$ cat src/hw/rtl/hsv2rgb_pkg.sv
// ============================================================================
// hsv2rgb_pkg
// Shared widths, constants and types of the HSV to RGB converter.
// ============================================================================
package hsv2rgb_pkg;

  // payload widths of the two channels
  localparam int HUE_W = 17;
  localparam int SV_W  = 14;
  localparam int OUT_W = 13;

  // default number of fraction bits of saturation, value and the components
  localparam int FRAC_BITS_DEF = 12;

  // hue constants in hundredths of a degree
  localparam int HUE_TURN   = 36000;
  localparam int HUE_MAX    = 35990;
  localparam int HUE_SECTOR = 6000;
  localparam int HUE_NSEC   = 6;

  // width of the wrapped and clamped hue and of the remainder within a sector
  localparam int H_W   = 16;
  localparam int REM_W = 13;

  // color wheel sector, named by the hues at its two ends
  typedef enum logic [2:0] {
    SEC_RED_YEL = 3'd0,
    SEC_YEL_GRN = 3'd1,
    SEC_GRN_CYN = 3'd2,
    SEC_CYN_BLU = 3'd3,
    SEC_BLU_MAG = 3'd4,
    SEC_MAG_RED = 3'd5
  } sector_t;

endpackage

$ cat src/hw/rtl/hsv_in_if.sv
// ============================================================================
// hsv_in_if
// Request channel carrying one HSV color: hue, saturation and value.
// ============================================================================
interface hsv_in_if;

  logic                                 valid;
  logic                                 ready;
  logic signed [hsv2rgb_pkg::HUE_W-1:0] hue_centideg;
  logic signed [hsv2rgb_pkg::SV_W-1:0]  sat_q12;
  logic signed [hsv2rgb_pkg::SV_W-1:0]  val_q12;

  modport source (
    output valid, hue_centideg, sat_q12, val_q12,
    input  ready
  );

  modport sink (
    input  valid, hue_centideg, sat_q12, val_q12,
    output ready
  );

endinterface

$ cat src/hw/rtl/rgb_out_if.sv
// ============================================================================
// rgb_out_if
// Result channel carrying one RGB color in unsigned fixed point.
// ============================================================================
interface rgb_out_if;

  logic                              valid;
  logic                              ready;
  logic [hsv2rgb_pkg::OUT_W-1:0]     red_q12;
  logic [hsv2rgb_pkg::OUT_W-1:0]     green_q12;
  logic [hsv2rgb_pkg::OUT_W-1:0]     blue_q12;

  modport source (
    output valid, red_q12, green_q12, blue_q12,
    input  ready
  );

  modport sink (
    input  valid, red_q12, green_q12, blue_q12,
    output ready
  );

endinterface

$ cat src/hw/rtl/hsv_to_rgb_converter_core.sv
// ============================================================================
// hsv_to_rgb_converter_core
// Fixed-point HSV to RGB, seven-stage pipeline, one color a clock unless stalled.
// ============================================================================
// Converts one HSV color per request into red, green and blue with FRAC_BITS
// fraction bits. Hue is wrapped by one turn and clamped to 0..359.90 degrees,
// saturation and value are clamped to 0..1. The datapath is seven register
// stages deep, and a new request is taken every cycle while the output is
// not stalled. Each stage carries its own valid bit and moves when the stage
// after it is empty or moving, so a stalled output lets the earlier stages
// close up their bubbles; the longest path is one multiplier of up to 13 by
// 13 bits (or the sector divide-by-6000 correction) per stage.
module hsv_to_rgb_converter_core #(
  parameter int FRAC_BITS = hsv2rgb_pkg::FRAC_BITS_DEF
) (
  input  logic        clk,
  input  logic        rst_n,
  hsv_in_if.sink      in_ch,
  rgb_out_if.source   out_ch
);

  // derived widths and constants
  localparam int W      = FRAC_BITS + 1;
  localparam int CMP_W  = (hsv2rgb_pkg::SV_W > W) ? hsv2rgb_pkg::SV_W + 1 : W + 1;
  localparam int HX_W   = hsv2rgb_pkg::HUE_W + 1;
  localparam int NSTG   = 7;
  localparam int RCP_SH = 13;
  localparam longint unsigned RECIP =
    (64'd1 << (RCP_SH + FRAC_BITS)) / hsv2rgb_pkg::HUE_SECTOR;
  localparam int RCP_W  = $clog2(RECIP + 1);
  localparam int EP_W   = hsv2rgb_pkg::REM_W + RCP_W;
  localparam int NUM_W  = hsv2rgb_pkg::REM_W + FRAC_BITS;
  localparam logic [W-1:0] ONE = {1'b1, {FRAC_BITS{1'b0}}};

  // stage valid bits and per-stage load enables
  logic [NSTG-1:0] vld_r;
  logic [NSTG-1:0] vld_nxt;
  logic [NSTG-1:0] en;

  // stage 1: wrapped hue, clamped saturation and value
  logic [hsv2rgb_pkg::H_W-1:0]     h1_r, h1_nxt;
  logic [W-1:0]                    s1_r, s1_nxt;
  logic [W-1:0]                    v1_r, v1_nxt;
  // stage 2: sector, remainder, p
  hsv2rgb_pkg::sector_t            sec2_r, sec2_nxt;
  logic [hsv2rgb_pkg::REM_W-1:0]   rem2_r, rem2_nxt;
  logic [W-1:0]                    s2_r, v2_r, p2_r, p2_nxt;
  // stage 3: estimate of f
  logic [FRAC_BITS-1:0]            est3_r, est3_nxt;
  logic [hsv2rgb_pkg::REM_W-1:0]   rem3_r;
  hsv2rgb_pkg::sector_t            sec3_r;
  logic [W-1:0]                    s3_r, v3_r, p3_r;
  // stage 4: exact f
  logic [FRAC_BITS-1:0]            f4_r, f4_nxt;
  hsv2rgb_pkg::sector_t            sec4_r;
  logic [W-1:0]                    s4_r, v4_r, p4_r;
  // stage 5: one minus the saturation terms of q and t
  logic [W-1:0]                    oq5_r, oq5_nxt, ot5_r, ot5_nxt;
  hsv2rgb_pkg::sector_t            sec5_r;
  logic [W-1:0]                    v5_r, p5_r;
  // stage 6: q and t
  logic [W-1:0]                    q6_r, q6_nxt, t6_r, t6_nxt;
  hsv2rgb_pkg::sector_t            sec6_r;
  logic [W-1:0]                    v6_r, p6_r;
  // stage 7: output register
  logic [hsv2rgb_pkg::OUT_W-1:0]   red_r, red_nxt, green_r, green_nxt, blue_r, blue_nxt;

  // combinational intermediates
  logic signed [HX_W-1:0]          hue_x;
  logic signed [HX_W-1:0]          hue_w;
  logic signed [CMP_W-1:0]         sat_x, val_x;
  logic [2:0]                      sec_n;
  logic [hsv2rgb_pkg::H_W-1:0]     sec_base;
  logic [W-1:0]                    oms;
  logic [2*W-1:0]                  p_prod;
  logic [EP_W-1:0]                 est_prod;
  logic [NUM_W-1:0]                num, dp, diff;
  logic [W-1:0]                    omf;
  logic [2*W-1:0]                  sf_prod, s1f_prod;
  logic [2*W-1:0]                  q_prod, t_prod;

  // handshake: a stage loads when it is empty or its successor loads
  always_comb begin
    en[NSTG-1] = !vld_r[NSTG-1] || out_ch.ready;
    for (int k = NSTG - 2; k >= 0; k--) begin
      en[k] = !vld_r[k] || en[k+1];
    end
    vld_nxt[0] = in_ch.valid;
    for (int k = 1; k < NSTG; k++) begin
      vld_nxt[k] = vld_r[k-1];
    end
  end

  assign in_ch.ready = en[0];

  // stage 1: hue wrap and clamp, saturation and value clamp
  always_comb begin
    hue_x = {in_ch.hue_centideg[hsv2rgb_pkg::HUE_W-1], in_ch.hue_centideg};
    if (hue_x > $signed(HX_W'(hsv2rgb_pkg::HUE_TURN))) begin
      hue_w = hue_x - $signed(HX_W'(hsv2rgb_pkg::HUE_TURN));
    end else if (hue_x < 0) begin
      hue_w = hue_x + $signed(HX_W'(hsv2rgb_pkg::HUE_TURN));
    end else begin
      hue_w = hue_x;
    end
    if (hue_w < 0) begin
      h1_nxt = '0;
    end else if (hue_w > $signed(HX_W'(hsv2rgb_pkg::HUE_MAX))) begin
      h1_nxt = hsv2rgb_pkg::H_W'(hsv2rgb_pkg::HUE_MAX);
    end else begin
      h1_nxt = hue_w[hsv2rgb_pkg::H_W-1:0];
    end

    sat_x = {{(CMP_W - hsv2rgb_pkg::SV_W){in_ch.sat_q12[hsv2rgb_pkg::SV_W-1]}}, in_ch.sat_q12};
    val_x = {{(CMP_W - hsv2rgb_pkg::SV_W){in_ch.val_q12[hsv2rgb_pkg::SV_W-1]}}, in_ch.val_q12};
    if (sat_x < 0) begin
      s1_nxt = '0;
    end else if (sat_x > $signed(CMP_W'(ONE))) begin
      s1_nxt = ONE;
    end else begin
      s1_nxt = sat_x[W-1:0];
    end
    if (val_x < 0) begin
      v1_nxt = '0;
    end else if (val_x > $signed(CMP_W'(ONE))) begin
      v1_nxt = ONE;
    end else begin
      v1_nxt = val_x[W-1:0];
    end
  end

  // stage 2: sector by parallel compares, remainder, p = v * (1 - s)
  always_comb begin
    sec_n    = '0;
    sec_base = '0;
    for (int k = 1; k < hsv2rgb_pkg::HUE_NSEC; k++) begin
      if (h1_r >= hsv2rgb_pkg::H_W'(k * hsv2rgb_pkg::HUE_SECTOR)) begin
        sec_n    = 3'(k);
        sec_base = hsv2rgb_pkg::H_W'(k * hsv2rgb_pkg::HUE_SECTOR);
      end
    end
    sec2_nxt = hsv2rgb_pkg::sector_t'(sec_n);
    rem2_nxt = hsv2rgb_pkg::REM_W'(h1_r - sec_base);
    oms      = ONE - s1_r;
    p_prod   = (2*W)'(v1_r) * (2*W)'(oms);
    p2_nxt   = p_prod[FRAC_BITS +: W];
  end

  // stage 3: f estimate by reciprocal multiply, at most one below the true value
  always_comb begin
    est_prod = EP_W'(rem2_r) * EP_W'(RCP_W'(RECIP));
    est3_nxt = est_prod[RCP_SH +: FRAC_BITS];
  end

  // stage 4: correct the estimate with one compare and subtract
  always_comb begin
    num  = {rem3_r, {FRAC_BITS{1'b0}}};
    dp   = NUM_W'(est3_r) * NUM_W'(hsv2rgb_pkg::HUE_SECTOR);
    diff = num - dp;
    if (diff >= NUM_W'(hsv2rgb_pkg::HUE_SECTOR)) begin
      f4_nxt = est3_r + FRAC_BITS'(1);
    end else begin
      f4_nxt = est3_r;
    end
  end

  // stage 5: 1 - s*f and 1 - s*(1-f)
  always_comb begin
    omf      = ONE - {1'b0, f4_r};
    sf_prod  = (2*W)'(s4_r) * (2*W)'(f4_r);
    s1f_prod = (2*W)'(s4_r) * (2*W)'(omf);
    oq5_nxt  = ONE - sf_prod[FRAC_BITS +: W];
    ot5_nxt  = ONE - s1f_prod[FRAC_BITS +: W];
  end

  // stage 6: q and t; with zero saturation p, q and t all equal v (grey)
  always_comb begin
    q_prod = (2*W)'(v5_r) * (2*W)'(oq5_r);
    t_prod = (2*W)'(v5_r) * (2*W)'(ot5_r);
    q6_nxt = q_prod[FRAC_BITS +: W];
    t6_nxt = t_prod[FRAC_BITS +: W];
  end

  // stage 7: sector mux into the output register
  always_comb begin
    case (sec6_r)
      hsv2rgb_pkg::SEC_RED_YEL: begin
        red_nxt   = hsv2rgb_pkg::OUT_W'(v6_r);
        green_nxt = hsv2rgb_pkg::OUT_W'(t6_r);
        blue_nxt  = hsv2rgb_pkg::OUT_W'(p6_r);
      end
      hsv2rgb_pkg::SEC_YEL_GRN: begin
        red_nxt   = hsv2rgb_pkg::OUT_W'(q6_r);
        green_nxt = hsv2rgb_pkg::OUT_W'(v6_r);
        blue_nxt  = hsv2rgb_pkg::OUT_W'(p6_r);
      end
      hsv2rgb_pkg::SEC_GRN_CYN: begin
        red_nxt   = hsv2rgb_pkg::OUT_W'(p6_r);
        green_nxt = hsv2rgb_pkg::OUT_W'(v6_r);
        blue_nxt  = hsv2rgb_pkg::OUT_W'(t6_r);
      end
      hsv2rgb_pkg::SEC_CYN_BLU: begin
        red_nxt   = hsv2rgb_pkg::OUT_W'(p6_r);
        green_nxt = hsv2rgb_pkg::OUT_W'(q6_r);
        blue_nxt  = hsv2rgb_pkg::OUT_W'(v6_r);
      end
      hsv2rgb_pkg::SEC_BLU_MAG: begin
        red_nxt   = hsv2rgb_pkg::OUT_W'(t6_r);
        green_nxt = hsv2rgb_pkg::OUT_W'(p6_r);
        blue_nxt  = hsv2rgb_pkg::OUT_W'(v6_r);
      end
      default: begin
        red_nxt   = hsv2rgb_pkg::OUT_W'(v6_r);
        green_nxt = hsv2rgb_pkg::OUT_W'(p6_r);
        blue_nxt  = hsv2rgb_pkg::OUT_W'(q6_r);
      end
    endcase
  end

  // valid bits
  always_ff @(posedge clk) begin
    if (!rst_n) begin
      vld_r <= '0;
    end else begin
      for (int k = 0; k < NSTG; k++) begin
        if (en[k]) begin
          vld_r[k] <= vld_nxt[k];
        end
      end
    end
  end

  // data registers, loaded with their stage
  always_ff @(posedge clk) begin
    if (en[0]) begin
      h1_r <= h1_nxt;
      s1_r <= s1_nxt;
      v1_r <= v1_nxt;
    end
    if (en[1]) begin
      sec2_r <= sec2_nxt;
      rem2_r <= rem2_nxt;
      s2_r   <= s1_r;
      v2_r   <= v1_r;
      p2_r   <= p2_nxt;
    end
    if (en[2]) begin
      est3_r <= est3_nxt;
      rem3_r <= rem2_r;
      sec3_r <= sec2_r;
      s3_r   <= s2_r;
      v3_r   <= v2_r;
      p3_r   <= p2_r;
    end
    if (en[3]) begin
      f4_r   <= f4_nxt;
      sec4_r <= sec3_r;
      s4_r   <= s3_r;
      v4_r   <= v3_r;
      p4_r   <= p3_r;
    end
    if (en[4]) begin
      oq5_r  <= oq5_nxt;
      ot5_r  <= ot5_nxt;
      sec5_r <= sec4_r;
      v5_r   <= v4_r;
      p5_r   <= p4_r;
    end
    if (en[5]) begin
      q6_r   <= q6_nxt;
      t6_r   <= t6_nxt;
      sec6_r <= sec5_r;
      v6_r   <= v5_r;
      p6_r   <= p5_r;
    end
    if (en[6]) begin
      red_r   <= red_nxt;
      green_r <= green_nxt;
      blue_r  <= blue_nxt;
    end
  end

  // result channel
  assign out_ch.valid     = vld_r[NSTG-1];
  assign out_ch.red_q12   = red_r;
  assign out_ch.green_q12 = green_r;
  assign out_ch.blue_q12  = blue_r;

endmodule

$ cat src/flat_wrapper.sv
// flat-port wrapper written by rule: the top's interface ports become plain ports
module hsv_to_rgb_converter_core_flat 
#(
  parameter int FRAC_BITS = hsv2rgb_pkg::FRAC_BITS_DEF
)
  (clk, rst_n, in_ch_valid, in_ch_hue_centideg, in_ch_sat_q12, in_ch_val_q12, in_ch_ready, out_ch_valid, out_ch_red_q12, out_ch_green_q12, out_ch_blue_q12, out_ch_ready);
  hsv_in_if in_ch_i ();
  rgb_out_if out_ch_i ();
  input  logic clk;
  input  logic rst_n;
  input wire logic [$bits(in_ch_i.valid)-1:0] in_ch_valid;
  input wire logic [$bits(in_ch_i.hue_centideg)-1:0] in_ch_hue_centideg;
  input wire logic [$bits(in_ch_i.sat_q12)-1:0] in_ch_sat_q12;
  input wire logic [$bits(in_ch_i.val_q12)-1:0] in_ch_val_q12;
  output wire logic [$bits(in_ch_i.ready)-1:0] in_ch_ready;
  output wire logic [$bits(out_ch_i.valid)-1:0] out_ch_valid;
  output wire logic [$bits(out_ch_i.red_q12)-1:0] out_ch_red_q12;
  output wire logic [$bits(out_ch_i.green_q12)-1:0] out_ch_green_q12;
  output wire logic [$bits(out_ch_i.blue_q12)-1:0] out_ch_blue_q12;
  input wire logic [$bits(out_ch_i.ready)-1:0] out_ch_ready;
  assign in_ch_i.valid = in_ch_valid;
  assign in_ch_i.hue_centideg = in_ch_hue_centideg;
  assign in_ch_i.sat_q12 = in_ch_sat_q12;
  assign in_ch_i.val_q12 = in_ch_val_q12;
  assign in_ch_ready = in_ch_i.ready;
  assign out_ch_valid = out_ch_i.valid;
  assign out_ch_red_q12 = out_ch_i.red_q12;
  assign out_ch_green_q12 = out_ch_i.green_q12;
  assign out_ch_blue_q12 = out_ch_i.blue_q12;
  assign out_ch_i.ready = out_ch_ready;
  hsv_to_rgb_converter_core #(.FRAC_BITS(FRAC_BITS)) u_core (.clk(clk), .rst_n(rst_n), .in_ch(in_ch_i), .out_ch(out_ch_i));
endmodule
$ cat config.mk
export PLATFORM = sky130hd
export DESIGN_NAME = hsv_to_rgb_converter_core_flat
export DESIGN_NICKNAME = d
export VERILOG_FILES = /design/src/hw/rtl/hsv2rgb_pkg.sv /design/src/hw/rtl/hsv_in_if.sv /design/src/hw/rtl/rgb_out_if.sv /design/src/hw/rtl/hsv_to_rgb_converter_core.sv /design/src/flat_wrapper.sv
export SDC_FILE = /design/constraint.sdc
export NUM_CORES = 2
export LEC_CHECK = 0
export BUFFER_PORTS_ARGS = -buffer_cell sky130_fd_sc_hd__buf_4
export CORE_MARGIN = 2
export CORE_UTILIZATION = 55
export DETAILED_ROUTE_END_ITERATION = 10
export HOLD_SLACK_MARGIN = 0.02
export PLACE_DENSITY = 0.78
export SETUP_SLACK_MARGIN = 0.4
export SYNTH_ARGS = -nofsm -noshare
export SYNTH_HDL_FRONTEND = slang
export SYNTH_SLANG_ARGS = --single-unit
$ cat constraint.sdc
create_clock -name clk -period 10.6 [get_ports clk]
set_input_delay 1.59 -clock clk [delete_from_list [all_inputs] [get_ports clk]]
set_output_delay 1.59 -clock clk [all_outputs]
set_load 0.01 [all_outputs]
Word level (Yosys, flattened, before mapping)

Cells that the tools add are included.
Widths: inputs -> output; s select.

Register bits: 374
Input bits: 49
Output and inout port bits: 41
Logic and storage cells: 118

Add/subtract/negate cells: 9
Multipliers: 7
Magnitude comparators: 14
Equal/unequal tests: 4
Mux-type cells: 18
Reductions and logical operators: 23

Operators with widths:

| kind                   | count |
|---|---|
| $pmux 13 s3            | 3 |
| $mul 13x13->25         | 4 |
| $mux 13                | 7 |
| $ge 16x15->1 const B   | 3 |
| $sub 13x13->13 const A | 3 |
| $mux 18                | 2 |
| $gt 14x14->1 const B   | 2 |
| $lt 14x1->1 const B    | 2 |
| $ge 25x13->1 const B   | 1 |
| $mul 13x12->25         | 1 |
| $sub 25x25->25         | 1 |
| $mul 13x10->22 const B | 1 |
| $mul 12x9->21 const B  | 1 |
| $add 17x17->18 const B | 1 |
| $gt 18x17->1 const B   | 1 |
| $lt 18x1->1 const B    | 1 |
| $sub 17x17->18 const B | 1 |
| $gt 17x17->1 const B   | 1 |
| $lt 17x1->1 const B    | 1 |
| $ge 16x13->1 const B   | 1 |
| $ge 16x14->1 const B   | 1 |
| $mux 16                | 1 |
| $reduce_or 2->1        | 8 |
| $sub 13x12->13 const A | 1 |
| 11 further kinds       | 26 |

Logic depth before layout (Yosys ltp)

Depth after elaboration: 8
Depth in mapped cells: 31
Depth with buffers taken out: 28

Least setup slack after synthesis

Ideal clock, no wire load.

Path type: register -> register
From: register u_core.f4_r[2]
To: register u_core.ot5_r[9] (data pin)
Library setup time: 264 ps
Data arrival time: 6994 ps
Data required time: 10336 ps
Setup slack: 3342 ps
Cell stages (with the launch flop): 29
Path buffers: 3
Clock period less this slack: 7258 ps
Cells stage by stage: edfxtp_1 clkbuf_1 nor2_1 nand3_1 nor4_1 nand2_1 xor2_1 clkbuf_1 nand2_1 fa_1 inv_1 fa_1 fa_1 fa_1 inv_1 fa_1 inv_1 ha_1 clkbuf_1 a21o_1 a21oi_1 o31ai_1 or4_1 a21oi_1 o22ai_1 or3_1 o211ai_1 o311ai_1 xnor2_1

Cells in the longest elaborated chain, start to end: 3

Ends and longest elaborated chain:

| item                   | line                             | RTL |
|---|---|---|
| start, declared        | hsv_to_rgb_converter_core.sv:54  | `logic [FRAC_BITS-1:0] f4_r, f4_nxt;` |
| start signal, assigned | hsv_to_rgb_converter_core.sv:256 | `f4_r <= f4_nxt;` |
| $sub 13x12->13         | hsv_to_rgb_converter_core.sv:169 | `omf = ONE - {1'b0, f4_r};` |
| $mul 13x13->25         | hsv_to_rgb_converter_core.sv:171 | `s1f_prod = (2*W)'(s4_r) * (2*W)'(omf);` |
| $sub 13x13->13         | hsv_to_rgb_converter_core.sv:173 | `ot5_nxt = ONE - s1f_prod[FRAC_BITS +: W];` |
| net u_core.ot5_nxt[9]  | hsv_to_rgb_converter_core.sv:58  | `logic [W-1:0] oq5_r, oq5_nxt, ot5_r, ot5_nxt;` |
| end signal, assigned   | hsv_to_rgb_converter_core.sv:264 | `ot5_r <= ot5_nxt;` |
| end, declared          | hsv_to_rgb_converter_core.sv:58  |  |

The timed path passes the listed nets, and every way through them passes these cells.
A chain may end at the register's enable or synchronous reset.

Final worst setup path

From: register u_core.f4_r[2]
To: register u_core.ot5_r[12] (data pin)

The elaborated chain is that of the path after synthesis.

==> results.toml <==
[placement]
gp_congestion = 0.861
dp_hpwl_mm = 73.5
portBuffers = 89
dp_cells = 5671

[job]
maxCapViolCount = 0

[critical_path]
reg2reg_slack_ns = 2.19
arrival_ns = 8.80
worst-r2r-cell-count = 24
worstReg2RegStart = "u_core.f4_r[2]$_DFFE_PP_"
critPathCaptureType = "register"
path_max_fanout = 16
r2r_end = "u_core.ot5_r[12]$_DFFE_PP_"
worstSetupPathType = "register to register"
cp-start-kind = "register"
cp_data_required_time_ns = 11.00

[floorplan]
core_sq_um = 83600
top_level_ports = 90
die_width_microns = 295
die_height_microns = 295
fp-row-count = 106
die_area_sq_um = 86700
initial_core_util_pct = 55.6

[grt]
first_global_vias = 34000
grt_pass1_wl_mm = 164
grt_overflow_total = 0
antenna_found_initial = 3
grt_start_max_net_pins = 72
grt_usage_pct = 23.3

[sta]
finalCritPeriodShare_pct = 79.3
setup_violations = 0
hold_viol_final = 0
fin_tns_setup_ns = 0
skew_ns = 0.0288
grt_setup_unrepaired = "false"
maxSlewHeadroom_pct = 15.8
max_freq_mhz = 119
whs_ns = 0.409
slew_viol_final = 0
tightestPinTransition_ns = 1.25
fin_crit_ns = 8.41

[clocking]
postCtsHoldBufs = 0
clk_path_buf_depth = 3
post_cts_buffers = 0
cts_buffers = 42
cts.clk_slew.worst_paths_ns = 0.06
cts_resized = 0
clock_latency_ns = 0.59
cts_tree = "yes"
cts_num_sinks = 374
htree_levels = 2
cts-root-buf = "clkbuf_16"

[layout]
finish.utilization_pct = 59.2
regMostFlops = "u_core.h1_r"
antennaDiodeCount = 0
largest_register_ffs = 16
area_delta_synth_final_pct = 6.52
final_common_cell = "inv_1"
fin_cells = 5746
nFillCells = 6744
final_cell_mix = "927 x inv_1, 680 x fa_1, 604 x nand2_1"
drive_gt1_share_pct = 5.53
finalNetCount = 5837

[yosys]
synth-edff-count = 367
netlist_area_sq_um = 46400
synth-seq-cells = 374
synth_nets = 5850
postSynthCellCount = 4648
synthArstFlopShare_pct = 0
yosysUniqueCellTypes = 80
syn_area_per_cell_sq_um = 9.99
synth-seq-area-share_pct = 24.0
yosys_warnings = 0
ys.flop_type = "edfxtp_1"

[routing]
wirelength_mm = 95.6
vias = 31700
drtIter0Drc = 2011
drcViolationCount = 0
ant_nets = 0
vias_per_cell = 5.52
dr.pass1.iters = 6
wire_per_inst_microns = 16.6

[run_status]
status = "completed"

[worst_hold_path]
hp-start = "u_core.v4_r[0]$_DFFE_PP_"
min_to = "u_core.v5_r[0]$_DFFE_PP_"
hold_class = "register to register"
hold_depth = 0
## kinds of logic (layout without fill, tap and decap cells)
family                     count (synthesis)  count (layout)  synth area share [%]
adders and majority gates               1153            1153                  42.1
DFF                                      374             374                  24.0
buffers and inverters                   1116            1134                  9.04
xor gates and xnor gates                 158             158                  2.98
and+or+nand+nor                         1333            1333                  13.8
muxes                                     76              76                  1.74
AOI/OAI and AO/OA                        438             438                  6.34
## layout make-up
cell class / count / area (sq um) / share of cell area [%]
flip-flops and latches: 374 / 11200 / 22.6
clock inverters: 21 / 240 / 0.486
well taps: 1080 / 1350 / 2.73
clock buffers: 54 / 1170 / 2.37
repair buffers: 128 / 961 / 1.94
inverters: 931 / 3490 / 7.07
multi-input cells: 3158 / 31100 / 62.8
## through the flow
step / cell area (sq um) / setup WS, ns
finish: 49400 / 2.19
global route: 49400 / 1.49
CTS: 49400 / 2.24
detailed placement: 48000 / 2.25
global placement: 48000 / 2.43
floorplan: 46400 / 3.34
## metal layers
| layer | track usage (%) | up-vias | wire [microns] |
|---|---|---|---|
| li1 | - | 14800 | - |
| met1 | 29.9 | 15900 | 39100 |
| met2 | 40.5 | 865 | 47800 |
| met3 | 2.78 | 206 | 5310 |
| met4 | 8.41 | 2 | 3350 |
| met5 | 0 | - | 13 |
## worst max path at each step
stage                             startpoint                         end  slack (ns)
floorplan           u_core.f4_r[2]$_DFFE_PP_   u_core.ot5_r[9]$_DFFE_PP_        3.34
global placement    u_core.f4_r[2]$_DFFE_PP_  u_core.ot5_r[12]$_DFFE_PP_        2.43
detailed placement  u_core.f4_r[2]$_DFFE_PP_  u_core.ot5_r[12]$_DFFE_PP_        2.25
CTS                 u_core.f4_r[2]$_DFFE_PP_  u_core.ot5_r[12]$_DFFE_PP_        2.24
global route        u_core.f4_r[2]$_DFFE_PP_  u_core.ot5_r[12]$_DFFE_PP_        1.49
finish              u_core.f4_r[2]$_DFFE_PP_  u_core.ot5_r[12]$_DFFE_PP_        2.19
## synthesized netlist by cell type, types with 26 or more instances
cell type  number  area (sq um)
a21oi_1       120           601
clkbuf_1      173           649
nand3_1        40           200
a211oi_1       36           270
nor2b_1        36           225
nor3_1         50           250
ha_1          473          5920
and2_1        325          2030
edfxtp_1      367         11000
mux2i_1        38           380
xnor2_1       120          1050
mux2_2         38           428
nand2_1       607          2280
inv_1         931          3490
nor2_1        148           556
o21ai_0        61           305
xor2_1         38           333
o211ai_1       26           195
fa_1          680         13600
a21o_1         28           210
## worst max-delay path, cell delays in order (launching register included)
cell	delay (ns)
edfxtp_1	0.62
nor2_1	0.27
nand3_1	0.13
nor4_1	0.32
nand2_1	0.15
xor2_1	0.83
nand2_1	0.19
fa_1	0.59
inv_1	0.05
fa_1	0.47
fa_1	0.52
fa_1	0.54
inv_1	0.05
fa_1	0.53
inv_1	0.04
ha_1	0.40
a21o_1	0.21
a21oi_1	0.22
o31ai_1	0.16
or4_1	0.45
a21oi_1	0.23
o22ai_1	0.16
a2111oi_2	0.62
o221ai_1	0.19
nor4_1	0.29
Power is not shown: default switching activity piles up to over one toggle a cycle in this logic, so the estimate is an artifact.
